<file path="src/hw/rtl/sspg_pkg.sv">
// shared types and constants for the step/direction pulse generator
// no dependencies; imported by the top level, the port checker and the testbench
`timescale 1ns / 1ps

package sspg_pkg;

    localparam int AXIS_COUNT    = 3;
    localparam int POSITION_BITS = 16;
    localparam int TIMER_BITS    = 20;

    localparam int OPCODE_BITS = 2;
    localparam int AXIS_BITS   = 2;
    localparam int AMOUNT_BITS = 17;
    localparam int SETUP_BITS  = 8;
    localparam int CFG_INDEX_BITS = 8;
    localparam int CFG_DATA_BITS  = 32;

    // signed width that holds position plus a signed step count
    localparam int SUM_BITS =
        ((POSITION_BITS > AMOUNT_BITS) ? POSITION_BITS : AMOUNT_BITS) + 2;

    localparam logic [POSITION_BITS-1:0] MAX_POSITION_RESET = POSITION_BITS'(10000);
    localparam logic [TIMER_BITS-1:0]    PULSE_HIGH_RESET   = TIMER_BITS'(1000);
    localparam logic [TIMER_BITS-1:0]    STEP_PERIOD_RESET  = TIMER_BITS'(2000);
    localparam logic [SETUP_BITS-1:0]    DIR_SETUP_RESET    = SETUP_BITS'(5);

    typedef enum logic [OPCODE_BITS-1:0] {
        OP_TICK = 2'd0,
        OP_MOVE = 2'd1,
        OP_SET  = 2'd2,
        OP_NOP  = 2'd3
    } opcode_t;

    typedef enum logic [1:0] {
        PH_IDLE  = 2'd0,
        PH_SETUP = 2'd1,
        PH_HIGH  = 2'd2,
        PH_LOW   = 2'd3
    } phase_t;

    typedef enum logic [CFG_INDEX_BITS-1:0] {
        CFG_MAX_POSITION = 8'd0,
        CFG_PULSE_HIGH   = 8'd1,
        CFG_STEP_PERIOD  = 8'd2,
        CFG_DIR_SETUP    = 8'd3
    } cfg_index_t;

endpackage

</file>
<file path="src/hw/rtl/stepper_step_dir_pulse_generator.sv">
// step/direction pulse generator for three axes with soft position limits
// depends on sspg_pkg
`timescale 1ns / 1ps

// a request passes through the input register, then the result register
// one request per cycle unless the result is stalled; every request gives one result
// the whole update of one request sits between the input register and the result register
// reset: asynchronous, active low; axis positions and motion state cleared,
// configuration back to its default values, both registers empty

module stepper_step_dir_pulse_generator
(
    input  logic                                  clk,
    input  logic                                  rst_n,
    input  logic                                  in_valid,
    output logic                                  in_stall,
    input  logic [sspg_pkg::OPCODE_BITS-1:0]      opcode,
    input  logic [sspg_pkg::AXIS_BITS-1:0]        axis,
    input  logic signed [sspg_pkg::AMOUNT_BITS-1:0] amount,
    output logic                                  out_valid,
    input  logic                                  out_stall,
    output logic [sspg_pkg::AXIS_COUNT-1:0]       step_pins,
    output logic [sspg_pkg::AXIS_COUNT-1:0]       dir_pins,
    output logic                                  busy_res,
    output logic                                  accepted,
    output logic [sspg_pkg::POSITION_BITS-1:0]    steps_left,
    input  logic                                  cfg_valid,
    output logic                                  cfg_ready,
    input  logic [sspg_pkg::CFG_INDEX_BITS-1:0]   cfg_index,
    input  logic [sspg_pkg::CFG_DATA_BITS-1:0]    cfg_data
);
    import sspg_pkg::*;

    localparam int PB = POSITION_BITS;
    localparam int TB = TIMER_BITS;

    // configuration
    logic [PB-1:0]         max_pos_reg;
    logic [TB-1:0]         pulse_high_reg;
    logic [TB-1:0]         step_period_reg;
    logic [SETUP_BITS-1:0] dir_setup_reg;

    // input register
    logic                        in_vld_reg;
    opcode_t                     in_op_reg;
    logic [AXIS_BITS-1:0]        in_axis_reg;
    logic signed [AMOUNT_BITS-1:0] in_amount_reg;

    // motion state
    logic [PB-1:0]         axis_pos_reg [AXIS_COUNT];
    logic [PB-1:0]         axis_pos_next [AXIS_COUNT];
    logic [AXIS_COUNT-1:0] dir_reg, dir_next;
    logic [AXIS_BITS-1:0]  active_reg, active_next;
    logic [PB-1:0]         target_reg, target_next;
    logic [PB-1:0]         remain_reg, remain_next;
    phase_t                phase_reg, phase_next;
    logic [TB-1:0]         timer_reg, timer_next;

    // result register
    logic                  out_vld_reg;
    logic [AXIS_COUNT-1:0] step_reg;
    logic [AXIS_COUNT-1:0] dirp_reg;
    logic                  busy_reg;
    logic                  acc_reg, acc_next;
    logic [PB-1:0]         left_reg;

    logic advance;
    logic axis_ok;
    logic [TB-1:0] high_time, low_time;
    logic [PB-1:0] cur_pos;
    logic signed [SUM_BITS-1:0] sum_target, lim_s;
    logic [AMOUNT_BITS-1:0] mag;
    logic [SUM_BITS-1:0] mv_steps;
    logic [PB-1:0] mv_target;
    logic [PB-1:0] set_value;
    logic fwd;

    assign advance   = in_vld_reg && (!out_vld_reg || !out_stall);
    assign in_stall  = in_vld_reg && !advance;
    assign cfg_ready = 1'b1;

    always_ff @(posedge clk or negedge rst_n)
    begin
        if (!rst_n)
        begin
            max_pos_reg     <= MAX_POSITION_RESET;
            pulse_high_reg  <= PULSE_HIGH_RESET;
            step_period_reg <= STEP_PERIOD_RESET;
            dir_setup_reg   <= DIR_SETUP_RESET;
        end
        else if (cfg_valid)
        begin
            unique case (cfg_index)
                CFG_MAX_POSITION: max_pos_reg     <= cfg_data[PB-1:0];
                CFG_PULSE_HIGH:   pulse_high_reg  <= cfg_data[TB-1:0];
                CFG_STEP_PERIOD:  step_period_reg <= cfg_data[TB-1:0];
                CFG_DIR_SETUP:    dir_setup_reg   <= cfg_data[SETUP_BITS-1:0];
                default: ;
            endcase
        end
    end

    always_ff @(posedge clk or negedge rst_n)
    begin
        if (!rst_n)
            in_vld_reg <= 1'b0;
        else if (!in_stall)
            in_vld_reg <= in_valid;
    end

    always_ff @(posedge clk)
    begin
        if (in_valid && !in_stall)
        begin
            in_op_reg     <= opcode_t'(opcode);
            in_axis_reg   <= axis;
            in_amount_reg <= amount;
        end
    end

    // pulse timing, a zero high time counts as one tick
    always_comb
    begin
        high_time = (pulse_high_reg == '0) ? TB'(1) : pulse_high_reg;
        low_time  = (step_period_reg > pulse_high_reg) ?
                    (step_period_reg - pulse_high_reg) : TB'(1);
    end

    // move clamping against the soft limits
    always_comb
    begin
        axis_ok    = (32'(in_axis_reg) < AXIS_COUNT);
        cur_pos    = axis_ok ? axis_pos_reg[in_axis_reg] : '0;
        fwd        = !in_amount_reg[AMOUNT_BITS-1] && (in_amount_reg != '0);
        mag        = in_amount_reg[AMOUNT_BITS-1] ? (~in_amount_reg + 1'b1) : in_amount_reg;
        sum_target = $signed({{(SUM_BITS-PB){1'b0}}, cur_pos})
                   + $signed({{(SUM_BITS-AMOUNT_BITS){in_amount_reg[AMOUNT_BITS-1]}},
                              in_amount_reg});
        lim_s      = $signed({{(SUM_BITS-PB){1'b0}}, max_pos_reg});
        if (sum_target > lim_s)
        begin
            mv_target = max_pos_reg;
            mv_steps  = (cur_pos > max_pos_reg) ? '0 :
                        {{(SUM_BITS-PB){1'b0}}, max_pos_reg - cur_pos};
        end
        else if (sum_target < 0)
        begin
            mv_target = '0;
            mv_steps  = {{(SUM_BITS-PB){1'b0}}, cur_pos};
        end
        else
        begin
            mv_target = sum_target[PB-1:0];
            mv_steps  = {{(SUM_BITS-AMOUNT_BITS){1'b0}}, mag};
        end

        // set position saturates to 0..max_position
        if (in_amount_reg[AMOUNT_BITS-1])
            set_value = '0;
        else if ($signed({{(SUM_BITS-AMOUNT_BITS){1'b0}}, in_amount_reg}) > lim_s)
            set_value = max_pos_reg;
        else
            set_value = in_amount_reg[PB-1:0];
    end

    always_comb
    begin
        axis_pos_next = axis_pos_reg;
        dir_next      = dir_reg;
        active_next   = active_reg;
        target_next   = target_reg;
        remain_next   = remain_reg;
        phase_next    = phase_reg;
        timer_next    = timer_reg;
        acc_next      = 1'b0;

        unique case (in_op_reg)
            OP_TICK:
            begin
                if (phase_reg != PH_IDLE)
                begin
                    if (timer_reg > TB'(1))
                        timer_next = timer_reg - 1'b1;
                    else
                    begin
                        unique case (phase_reg)
                            PH_SETUP:
                            begin
                                phase_next = PH_HIGH;
                                timer_next = high_time;
                            end
                            PH_HIGH:
                            begin
                                if (remain_reg != '0)
                                    remain_next = remain_reg - 1'b1;
                                phase_next = PH_LOW;
                                timer_next = low_time;
                            end
                            PH_LOW:
                            begin
                                if (remain_reg == '0)
                                begin
                                    // move done, position takes the target
                                    if (32'(active_reg) < AXIS_COUNT)
                                        axis_pos_next[active_reg] = target_reg;
                                    phase_next = PH_IDLE;
                                    timer_next = '0;
                                end
                                else
                                begin
                                    phase_next = PH_HIGH;
                                    timer_next = high_time;
                                end
                            end
                            default: ;
                        endcase
                    end
                end
            end
            OP_MOVE:
            begin
                if (phase_reg == PH_IDLE && axis_ok)
                begin
                    acc_next = 1'b1;
                    if (in_amount_reg == '0 || mv_steps == '0)
                        axis_pos_next[in_axis_reg] = mv_target;
                    else
                    begin
                        dir_next[in_axis_reg] = fwd;
                        active_next = in_axis_reg;
                        target_next = mv_target;
                        remain_next = mv_steps[PB-1:0];
                        if (dir_setup_reg == '0)
                        begin
                            phase_next = PH_HIGH;
                            timer_next = high_time;
                        end
                        else
                        begin
                            phase_next = PH_SETUP;
                            timer_next = {{(TB-SETUP_BITS){1'b0}}, dir_setup_reg};
                        end
                    end
                end
            end
            OP_SET:
            begin
                if (axis_ok)
                begin
                    acc_next = 1'b1;
                    axis_pos_next[in_axis_reg] = set_value;
                end
            end
            OP_NOP: ;
            default: ;
        endcase
    end

    always_ff @(posedge clk or negedge rst_n)
    begin
        if (!rst_n)
        begin
            for (int i = 0; i < AXIS_COUNT; i++)
                axis_pos_reg[i] <= '0;
            dir_reg     <= '0;
            active_reg  <= '0;
            target_reg  <= '0;
            remain_reg  <= '0;
            phase_reg   <= PH_IDLE;
            timer_reg   <= '0;
            out_vld_reg <= 1'b0;
        end
        else
        begin
            if (advance)
            begin
                axis_pos_reg <= axis_pos_next;
                dir_reg      <= dir_next;
                active_reg   <= active_next;
                target_reg   <= target_next;
                remain_reg   <= remain_next;
                phase_reg    <= phase_next;
                timer_reg    <= timer_next;
                out_vld_reg  <= 1'b1;
            end
            else if (!out_stall)
                out_vld_reg <= 1'b0;
        end
    end

    always_ff @(posedge clk)
    begin
        if (advance)
        begin
            step_reg <= (phase_next == PH_HIGH && 32'(active_next) < AXIS_COUNT) ?
                        (AXIS_COUNT'(1) << active_next) : '0;
            dirp_reg <= dir_next;
            busy_reg <= (phase_next != PH_IDLE);
            acc_reg  <= acc_next;
            left_reg <= (phase_next != PH_IDLE) ? remain_next : '0;
        end
    end

    assign out_valid  = out_vld_reg;
    assign step_pins  = step_reg;
    assign dir_pins   = dirp_reg;
    assign busy_res   = busy_reg;
    assign accepted   = acc_reg;
    assign steps_left = left_reg;

endmodule

</file>
<file path="config.mk">
export PLATFORM = sky130hd
export DESIGN_NAME = stepper_step_dir_pulse_generator
export DESIGN_NICKNAME = d
export VERILOG_FILES = /design/src/hw/rtl/sspg_pkg.sv /design/src/hw/rtl/stepper_step_dir_pulse_generator.sv
export SDC_FILE = /design/constraint.sdc
export NUM_CORES = 1
export LEC_CHECK = 0
export ABC_AREA = 1
export BUFFER_PORTS_ARGS = -buffer_cell sky130_fd_sc_hd__buf_2
export CAP_MARGIN = 10
export CORE_ASPECT_RATIO = 2
export CORE_MARGIN = 2
export CORE_UTILIZATION = 35
export CTS_BUF_LIST = sky130_fd_sc_hd__clkbuf_4
export CTS_CLUSTER_SIZE = 10
export DETAILED_ROUTE_END_ITERATION = 10
export PLACE_DENSITY = 0.48
export SYNTH_ARGS = -nofsm -noshare
export SYNTH_HDL_FRONTEND = slang
export SYNTH_SLANG_ARGS = --single-unit
export TNS_END_PERCENT = 1
</file>
<file path="constraint.sdc">
create_clock -name clk -period 6.1 [get_ports clk]
set_input_delay 0.61 -clock clk [delete_from_list [all_inputs] [get_ports clk]]
set_output_delay 0.61 -clock clk [all_outputs]
set_load 0.005 [all_outputs]
</file>
# Yosys cells after proc, flatten, opt, wreduce, memory -nomap -nowiden
# Index checks and enable logic that the tools add are counted.
[totals] reg_bits=218 elab_cells=173
[classes] add_sub_neg=6 order_cmp=15 n_eq_ne=20 shifts=1 muxes=67 n_bitwise=4 n_reduce_logical=37
[op_table] cell="48-bit two-way mux" count=8
[op_table] cell="16-bit two-way mux" count=16
[op_table] cell="20-bit two-way mux" count=8
[op_table] cell="48-bit bitwise mux" count=3
[op_table] cell="48-bit case mux with 3 select lines" count=1
[op_table] cell="16-bit demux with 2-bit select" count=2
[op_table] cell="20-bit case mux with 3 select lines" count=1
[op_table] cell="17-bit two-way mux" count=3
[op_table] cell="20-bit case mux with 2 select lines" count=1
[op_table] cell="16-bit binary-select mux with 2-bit select" count=1
[op_table] cell="16-bit case mux with 2 select lines" count=1
[op_table] cell="20-bit by 1-bit greater-than comparator with 1-bit output (second input constant)" count=1
[op_table] cell="20-bit greater-than comparator" count=1
[op_table] cell="20-bit logical NOT" count=1
[op_table] cell="20-bit by 1-bit subtractor with 20-bit output (second input constant)" count=1
[op_table] cell="20-bit subtractor" count=1
[op_table] cell="19-bit logical NOT" count=1
[op_table] cell="17-bit by 17-bit adder with 18-bit output" count=1
[op_table] cell="18-bit by 17-bit greater-than comparator with 1-bit output" count=1
[op_table] cell="18-bit by 1-bit less-than comparator with 1-bit output (second input constant)" count=1
[op_table] cell="2-bit two-way mux" count=9
[op_table] cell="2-bit != test (second input constant)" count=9
[op_table] cell="17-bit by 1-bit adder with 17-bit output (second input constant)" count=1
[op_table] cell="17-bit by 16-bit greater-than comparator with 1-bit output" count=1
[op_table] cell="40 further kinds" count=76

# Longest topological paths before layout
# Gate-level depths: netlist (run 1).
[depth] depth_word=16 depth_mapped=41 mapped_depth_nobuf=38

# Worst setup path before layout (run 1)
# No wires, ideal clock.
[synth_timing] path_type="reg-to-reg" from="register in_axis_reg[1]" to="register left_reg[10] (netlist: steps_left[10]), data pin" arrival_time_ps=4764 required_time_ps=5851 slack_ps=1087 path_stages_with_launch=36 n_path_buf=3 synth_period_minus_slack_ps=5013 path_cell_list="edfxtp_1 > inv_1 > nor2_1 > inv_2 > buf_2 > nor2_1 > a221oi_1 > inv_1 > fa_1 > nand3_1 > nand3_2 > nand2_1 > a21oi_1 > nor2_1 > xnor2_1 > ha_1 > nand2_1 > nor2_1 > a211oi_1 > nand2_1 > a21oi_1 > nand2_4 > nand2_4 > buf_6 > nand2_1 > o21ai_2 > nand3_1 > nor2_2 > nand3_4 > nand3_2 > nand2_1 > nand3_2 > nand3_4 > buf_6 > nand2_1 > inv_1"
[synth_via] elab_chain_len=15 word_cells_on_any_way=24 classes_between="add/sub (2); order compare (4); mux (13); bitwise (1); reduce/logical (4)"
[synth_rtl] element="start: declaration" line="stepper_step_dir_pulse_generator.sv:46" rtl="logic [AXIS_BITS-1:0] in_axis_reg;"
[synth_rtl] element="start signal: assignment" line="stepper_step_dir_pulse_generator.sv:116" rtl="in_axis_reg <= axis;"
[synth_rtl] element="2-bit inverter with 3-bit output (implied by the code)" line="stepper_step_dir_pulse_generator.sv:133" rtl="cur_pos = axis_ok ? axis_pos_reg[in_axis_reg] : '0;"
[synth_rtl] element="16-bit binary-select mux with 2-bit select" line="stepper_step_dir_pulse_generator.sv:133"
[synth_rtl] element="16-bit two-way mux (implied by the code) (2 in series)" line="stepper_step_dir_pulse_generator.sv:133"
[synth_rtl] element="16-bit two-way mux" line="stepper_step_dir_pulse_generator.sv:133"
[synth_rtl] element="17-bit by 17-bit adder with 18-bit output" line="stepper_step_dir_pulse_generator.sv:137" rtl="+ $signed({{(SUM_BITS-AMOUNT_BITS){in_amount_reg[AMOUNT_BITS-1]}},"
[synth_rtl] element="18-bit by 1-bit less-than comparator with 1-bit output" line="stepper_step_dir_pulse_generator.sv:146" rtl="else if (sum_target < 0)"
[synth_rtl] element="17-bit two-way mux" line="stepper_step_dir_pulse_generator.sv:146"
[synth_rtl] element="17-bit two-way mux" line="stepper_step_dir_pulse_generator.sv:140" rtl="if (sum_target > lim_s)"
[synth_rtl] element="19-bit logical NOT" line="stepper_step_dir_pulse_generator.sv:225" rtl="if (in_amount_reg == '0 || mv_steps == '0)"
[synth_rtl] element="1-bit logical OR" line="stepper_step_dir_pulse_generator.sv:225"
[synth_rtl] element="2-bit two-way mux" line="stepper_step_dir_pulse_generator.sv:225"
[synth_rtl] element="2-bit two-way mux" line="stepper_step_dir_pulse_generator.sv:222" rtl="if (phase_reg == PH_IDLE && axis_ok)"
[synth_rtl] element="2-bit case mux with 2 select lines" line="stepper_step_dir_pulse_generator.sv:177" rtl="unique case (in_op_reg)"
[synth_rtl] element="2-bit nonzero test" line="stepper_step_dir_pulse_generator.sv:300" rtl="left_reg <= (phase_next != PH_IDLE) ? remain_next : '0;"
[synth_rtl] element="end signal: assignment" line="stepper_step_dir_pulse_generator.sv:300"
[synth_rtl] element="end: declaration" line="stepper_step_dir_pulse_generator.sv:65" rtl="logic [PB-1:0] left_reg;"
# Parallel ways exist; a longest one is shown, timed or not. The select of a mux whose other input is x is not followed.
# A chain may end at the register's enable or synchronous reset.

# Final worst setup path (run 1)
[layout_timing] from="register in_axis_reg[1]" to="register left_reg[12] (netlist: steps_left[12]), data pin"
# Same word-level chain as after synthesis.

==> key figures, run 1 <==
Global routing
  • Pin count of the biggest net entering global routing: 74
  • Vias in the first global route: roughly 16000
  • First-pass GRT wire length: 89200 um
  • Initial antenna violation count: 1
  • Total congestion overflow after global routing: 0
  • Overall fraction of global-route tracks in use: between 20% and 30%

Logic synthesis
  • Sequential-to-total area share from yosys stat: 33.7%
  • Number of standard cells after synthesis: 2441
  • Most frequently used flop master after synthesis: sky130_fd_sc_hd__dfrtp_1
  • Count of flip-flops with a built-in enable after synthesis: 45
  • Number of warning messages in the yosys log: 0
  • Average instance area after synthesis: 6.93 sq um
  • Flip-flop and latch count after synthesis: 218
  • Unique cell type count in the Yosys netlist: 56
  • Cell area after synthesis: 16900 sq um
  • Post-Syn Nets: ~2600
  • FFs w/ async S/R, synth: between 70 and 80%

Power and ir drop
  • Power per cell area: 384 nW/um^2
  • Leakage: 9.15 nW
  • Peak supply drop: 0.169 mV

Placed design
  • Routability congestion estimate from global placement: 0.922
  • Number of port buffers: 79
  • Total placed instance area: around 18000 sq um
  • Detailed Place HPWL: a little over 40000 um
  • Post-placement cell count: 3098

Finish
  • Final Cell Area: 19200 sq um
  • Cell Count, Final, Fillers Out: between 3000 and 4000
  • Nets@finish: 2704
  • Growth of design area from synthesis to finish: 13.2%
  • Fin util: 39.8%
  • Flip-flop count of the largest register, all copies and words added: 48
  • Layout cell share with drive strength beyond 1: between 10% and 20%

STA
  • Fin. Hold Viols: 0
  • Share of the clock period used by the worst path after layout: 92.3%
  • Setup-failing EPs final: 0
  • Shortest clock period the worst path allows after layout: 5.63 ns
  • Final slew viol count: 0
  • Total Negative Setup Slacks: 0 ns
  • Max Freq: 178 MHz
  • Clock tree skew after final layout: about 0.09 ns
  • Transition time at the pin with the least slew margin: 0.951 ns
  • Max_slew headroom: between 30% and 40%

Setup path
  • Top fanout value on the critical path: 25
  • Critical Path Start Type: flip-flop
  • Required time of the critical path: 6.60 ns
  • Beginning of the critical path: in_axis_reg[1]
  • Start-to-end type of the worst setup path: reg2reg
  • Worst Setup End Kind: flip-flop
  • Slowest CP cell: sky130_fd_sc_hd__edfxtp_1
  • Startpoint of the worst register-to-register path: in_axis_reg[1]
  • Critical Path Max Stage Delay: 0.43 ns
  • Crit path DAT: just over 6 ns

Route
  • Routed metal-1 wirelength: 25900 um
  • DRC violations left: 0
  • Detail-routed net length per standard cell: 17.5 um
  • Detailed-route vias per instance: a little over 5
  • DRC violation total after the first TritonRoute iteration: 1219
  • Sum of met3 wire segment lengths after detailed routing: 2600 um
  • Antenna Nets Post-Route: 0
  • Vias: approximately 17000
  • Routed Wire Length: 56500 um
  • TritonRoute pass-1 iters: 5
  • Met2 WL post-DR: 26200 um
  • Uppermost routed layer: met4

Flow run
  • Max cap viols: 0

Floorplanning
  • Effective utilization at floorplan: between 30% and 40%
  • FP Rows: 114
  • Die height: approximately 310 um
  • Placeable core region: ~48000 sq um
  • Horizontal die dimension: between 150 and 200 um
  • Total I/O pin count: 93
  • Die area: 50200 sq um

Clocking
  • Clock root buffer master: sky130_fd_sc_hd__clkbuf_4
  • CTS tree: built
  • Clock transition time at the flip-flop clock pins of the worst setup and hold paths: 0.07 ns
  • Number of buffers added by the clock tree synthesis step: 56
  • Htree depth: 2
  • Count of clock tree sinks: ~220
  • Clock buffer depth: 3
  • Later-pin clock latency in the skew report: between 0.8 and 0.9 ns

Hold path
  • Class of the worst hold path: in2reg
  • Hold wc startpoint: axis[1]

Status
  • Run status: finished clean
==> cell usage after synthesis, types with 35 or more instances <==
cell type | number | area [sq um]
sky130_fd_sc_hd__a21oi_1 | 126 | 631
sky130_fd_sc_hd__clkbuf_1 | 71 | 267
sky130_fd_sc_hd__dfrtp_1 | 154 | 3850
sky130_fd_sc_hd__edfxtp_1 | 45 | 1350
sky130_fd_sc_hd__ha_1 | 92 | 1150
sky130_fd_sc_hd__inv_1 | 307 | 1150
sky130_fd_sc_hd__nand2_1 | 641 | 2410
sky130_fd_sc_hd__nand3_1 | 105 | 526
sky130_fd_sc_hd__nor2_1 | 147 | 552
sky130_fd_sc_hd__o21ai_0 | 331 | 1660
sky130_fd_sc_hd__o21ai_1 | 63 | 315
sky130_fd_sc_hd__xor2_1 | 35 | 307
==> kinds of logic after synthesis <==
logic type | share of synthesized area (%)
AO/OA/AOI/OAI | 21.9
flip-flops | 33.7
buffers and inverters | 9.85
AND/OR/NAND/NOR | 24.2
XOR/XNOR | 3.11
other | 0.0222
adder cells (fa/ha/maj) | 7.16
==> final cells by class <==
type	count	area [sq um]
Fill cell	5248	28900
Antenna cell	5	12.5
Clock buffer	82	616
Inverter	314	1190
Timing Repair Buffer	150	1090
Clock inverter	22	140
Sequential cell	218	5700
Multi-Input combinational cell	1803	9600
Tap cell	638	798
==> worst max-delay path, delay by kind of cell, from the launching register on <==
family          cells  cell delay, ns
simple gates       20            2.61
fa+ha+maj           2            0.72
flops               1            0.43
compound gates      3            0.71
buf+inv             5            0.79
xor+xnor            1            0.13
==> metrics by stage <==
stage | setup slack [ns] | power [mW] | hold WS, ns
final | 0.471 | 7.36 | 0.0805
after global routing | -0.0155 | 8.05 | 0.0240
after CTS | 0.113 | 7.40 | 0.00142
after detailed placement | -0.0591 | 5.95 | 0.458
after global placement | -0.0678 | 5.95 | 0.454
after floorplan | 1.09 | 4.87 | 0.314
==> layout by cell type (no fill, tap or decap), types with 8 or more instances in the layout <==
master | synthesis | routed
sky130_fd_sc_hd__clkbuf_4 | 0 | 82
sky130_fd_sc_hd__dfstp_2 | 19 | 19
sky130_fd_sc_hd__a22oi_1 | 14 | 14
sky130_fd_sc_hd__nor4_1 | 11 | 11
sky130_fd_sc_hd__nor2_1 | 147 | 145
sky130_fd_sc_hd__a21oi_1 | 126 | 125
sky130_fd_sc_hd__o21ai_1 | 63 | 63
sky130_fd_sc_hd__nand3_1 | 105 | 105
sky130_fd_sc_hd__edfxtp_1 | 45 | 45
sky130_fd_sc_hd__buf_2 | 18 | 78
sky130_fd_sc_hd__o221ai_1 | 17 | 16
sky130_fd_sc_hd__o211ai_1 | 25 | 25
sky130_fd_sc_hd__o21ai_0 | 331 | 331
sky130_fd_sc_hd__inv_1 | 307 | 306
sky130_fd_sc_hd__o21a_1 | 10 | 10
sky130_fd_sc_hd__nand2_1 | 641 | 641
sky130_fd_sc_hd__xnor2_1 | 25 | 24
sky130_fd_sc_hd__nor3_1 | 22 | 22
sky130_fd_sc_hd__a31oi_1 | 21 | 20
sky130_fd_sc_hd__clkinv_1 | 2 | 17
sky130_fd_sc_hd__xor2_1 | 35 | 35
sky130_fd_sc_hd__nand4_1 | 30 | 30
sky130_fd_sc_hd__dfrtp_1 | 154 | 154
sky130_fd_sc_hd__ha_1 | 92 | 91
sky130_fd_sc_hd__buf_12 | 0 | 8
sky130_fd_sc_hd__o22ai_1 | 14 | 14
sky130_fd_sc_hd__dlygate4sd3_1 | 0 | 21
sky130_fd_sc_hd__buf_4 | 8 | 42
==> layer usage <==
layer  up-vias  track usage, %
met4         0            8.31
li1       8407               -
met3       101            2.53
met5         -               0
met1      7589            30.1
met2       470            37.8
==> worst paths after layout <==
kind | end | slack, ns | cells past startpoint
max | steps_left[12] | 0.47 | 31
max in group asynchronous | max_pos_reg[11] | 4.33 | 3
min | in_axis_reg[1] | 0.08 | 1
max reg2reg | steps_left[12] | 0.47 | 31
min in group asynchronous | timer_reg[16] | 0.37 | 2
min reg2reg | target_reg[7] | 0.47 | 2
==> power by group <==
group | total, mW | leakage, nW | switching, mW | internal, mW
combinational | 3.78 | 6.03 | 2.50 | 1.29
sequential | 2.20 | 2.67 | 0.272 | 1.93
clock | 1.38 | 0.449 | 0.675 | 0.702
==> what timing repair did <==
action,4_1_cts,5_1_grt
resized for setup,1,13
pin swaps,0,1
setup endpoints to repair,16,129
endpoints found under the hold margin,78,0
hold buffers,21,0
setup buffers,0,4
Note: power is estimated with default switching activity, not from simulation.
==> run 2: changes to the inputs <==
--- a/config.mk
+++ b/config.mk
@@ -11,7 +11,6 @@
 export CORE_ASPECT_RATIO = 2
 export CORE_MARGIN = 2
 export CORE_UTILIZATION = 35
-export CTS_BUF_LIST = sky130_fd_sc_hd__clkbuf_4
 export CTS_CLUSTER_SIZE = 10
 export DETAILED_ROUTE_END_ITERATION = 10
 export PLACE_DENSITY = 0.48
==> key figures, run 2 (synthesis gave the netlist of run 1 again) <==
Floorplanning
  • Die height: 315 um (unchanged)
  • Effective utilization at floorplan: 35.2% (unchanged)
  • Total I/O pin count: 93 (unchanged)
  • Die area: 50200 sq um (unchanged)
  • Placeable core region: 48100 sq um (unchanged)
  • FP Rows: 114 (unchanged)
  • Horizontal die dimension: 159 um (unchanged)

Setup path
  • Required time of the critical path: 6.41 ns (-0.19 ns)
  • Combined buffer and inverter count along the critical path: 6 (+1)
  • Slowest CP cell: sky130_fd_sc_hd__edfxtp_1
  • Critical Path Start Type: flip-flop
  • Critical Path Max Stage Delay: 0.44 ns (about the same)
  • Worst Setup End Kind: flip-flop
  • CP delay by family, top: simple AND/OR/NAND/NOR gates
  • Start-to-end type of the worst setup path: reg2reg
  • Crit path DAT: 6.01 ns (-0.12 ns)
  • Top fanout value on the critical path: 25 (unchanged)

Global routing
  • Initial antenna violation count: 0 (-1)
  • Total congestion overflow after global routing: 0 (unchanged)
  • First-pass GRT wire length: 88400 um (-0.82%)
  • Vias in the first global route: 15400 (-1.8%)
  • Pin count of the biggest net entering global routing: 74 (unchanged)
  • Overall fraction of global-route tracks in use: 22.3% (-0.26 points)

Placed design
  • Number of port buffers: 79 (unchanged)
  • Routability congestion estimate from global placement: 0.922 (unchanged)
  • Detailed Place HPWL: 41500 um (unchanged)
  • Total placed instance area: 18100 sq um (unchanged)
  • Pre-CTS WS: -0.0591 ns (unchanged)

Finish
  • Most frequent standard cell in the layout excluding fill and tap cells: sky130_fd_sc_hd__nand2_1
  • Commonest non-fill, non-tap cells in the layout: sky130_fd_sc_hd__nand2_1 (641), sky130_fd_sc_hd__o21ai_0 (331), sky130_fd_sc_hd__inv_1 (306), sky130_fd_sc_hd__dfrtp_1 (154), sky130_fd_sc_hd__nor2_1 (145)
  • Nets@finish: 2653 (-1.9%)
  • Growth of design area from synthesis to finish: 12.1%
  • ANT cells: 0 (-5)
  • Layout cell share with drive strength beyond 1: 8.89% (-2.0 points)
  • Storage element area: 5700 sq um (unchanged)
  • Final Cell Area: 19000 sq um (-0.97%)
  • Flip-flop count of the largest register, all copies and words added: 48 (unchanged)
  • Multi-input gate area: 9600 sq um (about the same)
  • FILL cells: 5224 (-0.46%)

Route
  • Antenna Nets Post-Route: 0 (unchanged)
  • Uppermost routed layer: met4
  • Met2 WL post-DR: 26000 um (-0.85%)
  • Sum of met3 wire segment lengths after detailed routing: 2400 um (-7.4%)
  • Routed metal-1 wirelength: 26100 um (+1.0%)
  • TritonRoute pass-1 iters: 5 (unchanged)
  • Vias: 16200 (-2.0%)
  • Detailed-route vias per instance: 5.16 (+0.64%)
  • Detail-routed net length per standard cell: 17.9 um (+2.2%)
  • DRC violation total after the first TritonRoute iteration: 1162 (-4.7%)
  • Routed Wire Length: 56200 um (-0.53%)
  • DRC violations left: 0 (unchanged)

Clocking
  • CTS tree: built
  • Clock buffer depth: 3 (unchanged)
  • Count of clock tree sinks: 218 (unchanged)
  • Clock root buffer master: sky130_fd_sc_hd__clkbuf_16
  • Htree depth: 1 (-1)
  • Later-pin clock latency in the skew report: 0.56 ns (-0.26 ns)
  • Number of buffers added by the clock tree synthesis step: 26 (-54%)
  • Post-CTS Hold Buffers: 0 (-100%)
  • Clock transition time at the flip-flop clock pins of the worst setup and hold paths: 0.07 ns (about the same)

STA
  • Total Negative Setup Slacks: 0 ns (unchanged)
  • Final slew viol count: 0 (unchanged)
  • Shortest clock period the worst path allows after layout: 5.70 ns (+0.0731 ns)
  • Setup repair after global routing missed its margin: no
  • Transition time at the pin with the least slew margin: 0.954 ns (+0.00258 ns)
  • Share of the clock period used by the worst path after layout: 93.5% (+1.2 points)
  • Max_slew headroom: 36.3% (-0.26 points)
  • Clock tree skew after final layout: 0.0226 ns (-0.0648 ns)
  • Setup-failing EPs final: 0 (unchanged)
  • Fin. Hold Viols: 0 (unchanged)
  • PnR worst setup slack: 0.398 ns (-0.0731 ns)
  • Max Freq: 175 MHz (-1.3%)
  • Worst-case hold slack: 0.0228 ns (-0.0577 ns)

Power and ir drop
  • Peak supply drop: 0.247 mV (+46%)
  • Leakage: 8.99 nW (-1.7%)
  • Power per cell area: 396 nW/um^2 (+2.9%)

Flow run
  • Max cap viols: 0 (unchanged)

Hold path
  • Class of the worst hold path: in2async

Status
  • Run status: finished clean
run 2: changes by cell type in the layout (fill, tap and decap cells not counted), sizes merged:
cell,delta
clkinv,-19
bufinv,-1
clkbuf,-38
inv,-1
diode,-5
dlygate4sd3,-21
run 2: area by class of cell:
class	instances	area share (%)
sequential	218	30.1
clock inverter	1	0.158
inverter	314	6.29
clock buffer	44	4.00
timing repair buffer	129	4.64
multi-input combinational	1803	50.6
tap	638	4.21
run 2: worst paths after layout:
path                                     start            endpoint  slack, ns  cells past startpoint
worst max-delay path            in_axis_reg[1]       steps_left[0]       0.40                     32
worst min-delay path                     rst_n       timer_reg[16]       0.02                      1
worst max register to register  in_axis_reg[1]       steps_left[0]       0.40                     32
worst min register to register   target_reg[2]       target_reg[2]       0.47                      2
max in group asynchronous                rst_n  step_period_reg[1]       4.71                      2
min in group clk                    amount[12]   in_amount_reg[12]       0.22                      1
run 2: repair_timing:
| action | in CTS | in global routing |
|---|---|---|
| gates resized for setup | 1 | 14 |
| setup endpoints to repair | 19 | 130 |
| buffers inserted | 0 | 4 |
| pin swaps | 0 | 1 |
run 2: power breakdown:
| part | total [mW] | internal, mW | switching, mW |
|---|---|---|---|
| Combinational | 3.78 | 1.28 | 2.50 |
| Clock | 1.52 | 0.878 | 0.642 |
| Sequential | 2.21 | 1.93 | 0.273 |
run 2: routing by layer:
layer  global-route usage (%)  up-vias
li1                         -     8263
met1                     30.5     7481
met2                     37.4      414
met3                     1.87       77
met4                     7.56        0
met5                        0        -
run 2: through the flow:
step,power (mW),std cells,util [%]
2_1_floorplan,4.87,2441,-
3_5_place_dp,5.95,3098,37.6
5_1_grt,8.16,3147,39.5
3_3_place_gp,5.95,3098,37.6
6_report,7.50,3147,39.5
4_1_cts,7.52,3143,39.3
==> run 3: changes to the inputs <==
--- a/config.mk
+++ b/config.mk
@@ -13,7 +13,10 @@
 export CORE_UTILIZATION = 35
 export CTS_CLUSTER_SIZE = 10
 export DETAILED_ROUTE_END_ITERATION = 10
+export GPL_TIMING_DRIVEN = 0
+export MAX_ROUTING_LAYER = met4
 export PLACE_DENSITY = 0.48
+export SLEW_MARGIN = 30
 export SYNTH_ARGS = -nofsm -noshare
 export SYNTH_HDL_FRONTEND = slang
 export SYNTH_SLANG_ARGS = --single-unit
==> key figures, run 3 (synthesis gave the netlist of run 1 again) <==
Status
  • Run status: finished clean

Placed design
  • Number of port buffers: 79 (unchanged)
  • Routability congestion estimate from global placement: 0.957 (+3.8%)
  • Total placed instance area: 18200 sq um (+0.71%)
  • Detailed Place HPWL: 48800 um (+18%)

Finish
  • Growth of design area from synthesis to finish: 13.3%
  • Layout cell share with drive strength beyond 1: 8.65% (-0.24 points)
  • Final Cell Area: 19200 sq um (+1.0%)
  • Nets@finish: 2720 (+2.5%)
  • ANT cells: 0 (unchanged)
  • Most frequent standard cell in the layout excluding fill and tap cells: sky130_fd_sc_hd__nand2_1
  • Flip-flop count of the largest register, all copies and words added: 48 (unchanged)
  • Commonest non-fill, non-tap cells in the layout: sky130_fd_sc_hd__nand2_1 (641), sky130_fd_sc_hd__o21ai_0 (331), sky130_fd_sc_hd__inv_1 (305), sky130_fd_sc_hd__dfrtp_1 (154), sky130_fd_sc_hd__nor2_1 (146)

STA
  • Max_slew headroom: 38.7% (+2.4 points)
  • Transition time at the pin with the least slew margin: 0.914 ns (-0.0397 ns)
  • Fin. Hold Viols: 0 (unchanged)
  • Max Freq: 173 MHz (-1.4%)
  • Shortest clock period the worst path allows after layout: 5.78 ns (+0.0786 ns)
  • Share of the clock period used by the worst path after layout: 94.8% (+1.3 points)
  • Final slew viol count: 0 (unchanged)
  • Clock tree skew after final layout: 0.0268 ns (+0.00420 ns)
  • Worst-case hold slack: 0.219 ns (+0.197 ns)
  • Setup repair after global routing missed its margin: no
  • Setup-failing EPs final: 0 (unchanged)

Clocking
  • Later-pin clock latency in the skew report: 0.57 ns (about the same)
  • Count of clock tree sinks: 218 (unchanged)
  • Clock buffer depth: 3 (unchanged)
  • Number of buffers added by the clock tree synthesis step: 27 (+3.8%)
  • CTS tree: built
  • Htree depth: 1 (unchanged)
  • Clock transition time at the flip-flop clock pins of the worst setup and hold paths: 0.06 ns (about the same)
  • Clock root buffer master: sky130_fd_sc_hd__clkbuf_16

Setup path
  • Top fanout value on the critical path: 10 (-60%)
  • Start-to-end type of the worst setup path: reg2reg
  • Slowest CP cell: sky130_fd_sc_hd__edfxtp_1
  • Critical Path Max Stage Delay: 0.48 ns (+0.04 ns)
  • Critical Path Start Type: flip-flop
  • Worst Setup End Kind: flip-flop
  • Crit path DAT: 6.09 ns (+0.08 ns)
  • Required time of the critical path: 6.41 ns (about the same)
  • Cell occurring most often along the worst timing path: sky130_fd_sc_hd__nand2_1

Route
  • Routed Wire Length: 61300 um (+9.0%)
  • Detail-routed net length per standard cell: 19.1 um (+6.7%)
  • Antenna Nets Post-Route: 0 (unchanged)
  • Vias: 16800 (+3.5%)
  • DRC violations left: 0 (unchanged)
  • DRC violation total after the first TritonRoute iteration: 1248 (+7.4%)
  • TritonRoute pass-1 iters: 5 (unchanged)
  • Detailed-route vias per instance: 5.22 (+1.2%)

Global routing
  • Pin count of the biggest net entering global routing: 79 (+6.8%)
  • Vias in the first global route: 16100 (+4.1%)
  • Total congestion overflow after global routing: 0 (unchanged)
  • Initial antenna violation count: 0 (unchanged)
  • Overall fraction of global-route tracks in use: 24.9% (+2.6 points)
  • First-pass GRT wire length: 94800 um (+7.2%)

Floorplanning
  • Die area: 50200 sq um (unchanged)
  • Placeable core region: 48100 sq um (unchanged)
  • Horizontal die dimension: 159 um (unchanged)
  • Total I/O pin count: 93 (unchanged)
  • Die height: 315 um (unchanged)
  • Effective utilization at floorplan: 35.2% (unchanged)
  • FP Rows: 114 (unchanged)

Power and ir drop
  • Power per cell area: 397 nW/um^2 (+0.33%)
  • Leakage: 9.02 nW (+0.28%)
  • Peak supply drop: 0.242 mV (-2.3%)

Hold path
  • Class of the worst hold path: in2reg

Flow run
  • Max cap viols: 0 (unchanged)
==> run 3: cell types whose count changed in the layout (fill, tap and decap cells not counted), moves of 3 or more <==
cell / before / now
sky130_fd_sc_hd__clkbuf_1: 15 / 84
sky130_fd_sc_hd__buf_4: 42 / 12
sky130_fd_sc_hd__buf_2: 78 / 95
sky130_fd_sc_hd__buf_12: 8 / 1
sky130_fd_sc_hd__buf_6: 0 / 7
sky130_fd_sc_hd__buf_1: 0 / 4
sky130_fd_sc_hd__o21a_1: 10 / 7
sky130_fd_sc_hd__o21a_2: 0 / 3
==> run 3: repair_timing <==
| action | 4_1_cts | 5_1_grt |
|---|---|---|
| hold buffers | 1 | 0 |
| setup endpoints to repair | 129 | 120 |
| buffers inserted | 2 | 3 |
| resized for setup | 14 | 18 |
| endpoints found under the hold margin | 35 | 0 |
| pin swaps | 1 | 1 |
==> run 3: critical path, delay by kind of cell, from the launching register on <==
| kind | cells | cell delay [ns] |
|---|---|---|
| compound gates | 5 | 1.04 |
| simple gates | 18 | 2.03 |
| flops | 1 | 0.48 |
| xor+xnor | 1 | 0.26 |
| buf+inv | 6 | 0.86 |
| fa+ha+maj | 3 | 0.86 |
==> run 3: path summary, 6_finish.rpt <==
kind | startpoint | to | slack [ns] | depth (start not counted)
hold / removal | amount[5] | in_amount_reg[5] | 0.22 | 1
setup / recovery | in_axis_reg[0] | steps_left[0] | 0.32 | 33
max in group asynchronous | rst_n | axis_pos_reg[9] | 4.47 | 4
setup reg to reg | in_axis_reg[0] | steps_left[0] | 0.32 | 33
min in group asynchronous | rst_n | timer_reg[18] | 0.55 | 2
hold reg to reg | in_vld_reg | out_valid | 0.46 | 2
==> run 3: metrics by stage <==
step,power [mW],utilization [%],setup WS [ns],cells,setup TNS (ns)
after floorplan,4.87,-,1.09,2441,0
after detailed placement,6.03,37.9,-0.452,3162,-31.75
after CTS,7.59,39.7,0.0347,3214,0
after global placement,6.02,37.7,-0.927,3158,-91.94
after global routing,8.26,39.9,0.00665,3217,0
final,7.61,39.9,0.319,3217,0
==> run 3: final cells by class <==
class / instances / area, sq um
fillers: 5200 / 28900
multi-input cells: 1803 / 9650
flip-flops and latches: 218 / 5700
inverters: 314 / 1180
well taps: 638 / 798
clock buffers: 44 / 749
repair buffers: 89 / 539
plain buffers: 106 / 507
clock inverters: 5 / 35.0
==> run 3: where the power goes <==
part | total (mW) | internal [mW] | switching [mW] | leakage, nW
clock network | 1.48 | 0.835 | 0.649 | 0.375
registers | 2.22 | 1.93 | 0.286 | 2.67
logic | 3.90 | 1.30 | 2.60 | 5.97
total | 7.61 | 4.07 | 3.54 | 9.02
==> run 3: metal layers <==
metal  global-route usage, %  up-vias  wire length, um
li1                        -     8406                -
met1                    33.5     7728            28200
met2                    38.9      547            27400
met3                    2.05      121             3000
met4                    9.83        0             2680
met5                       -        -                0
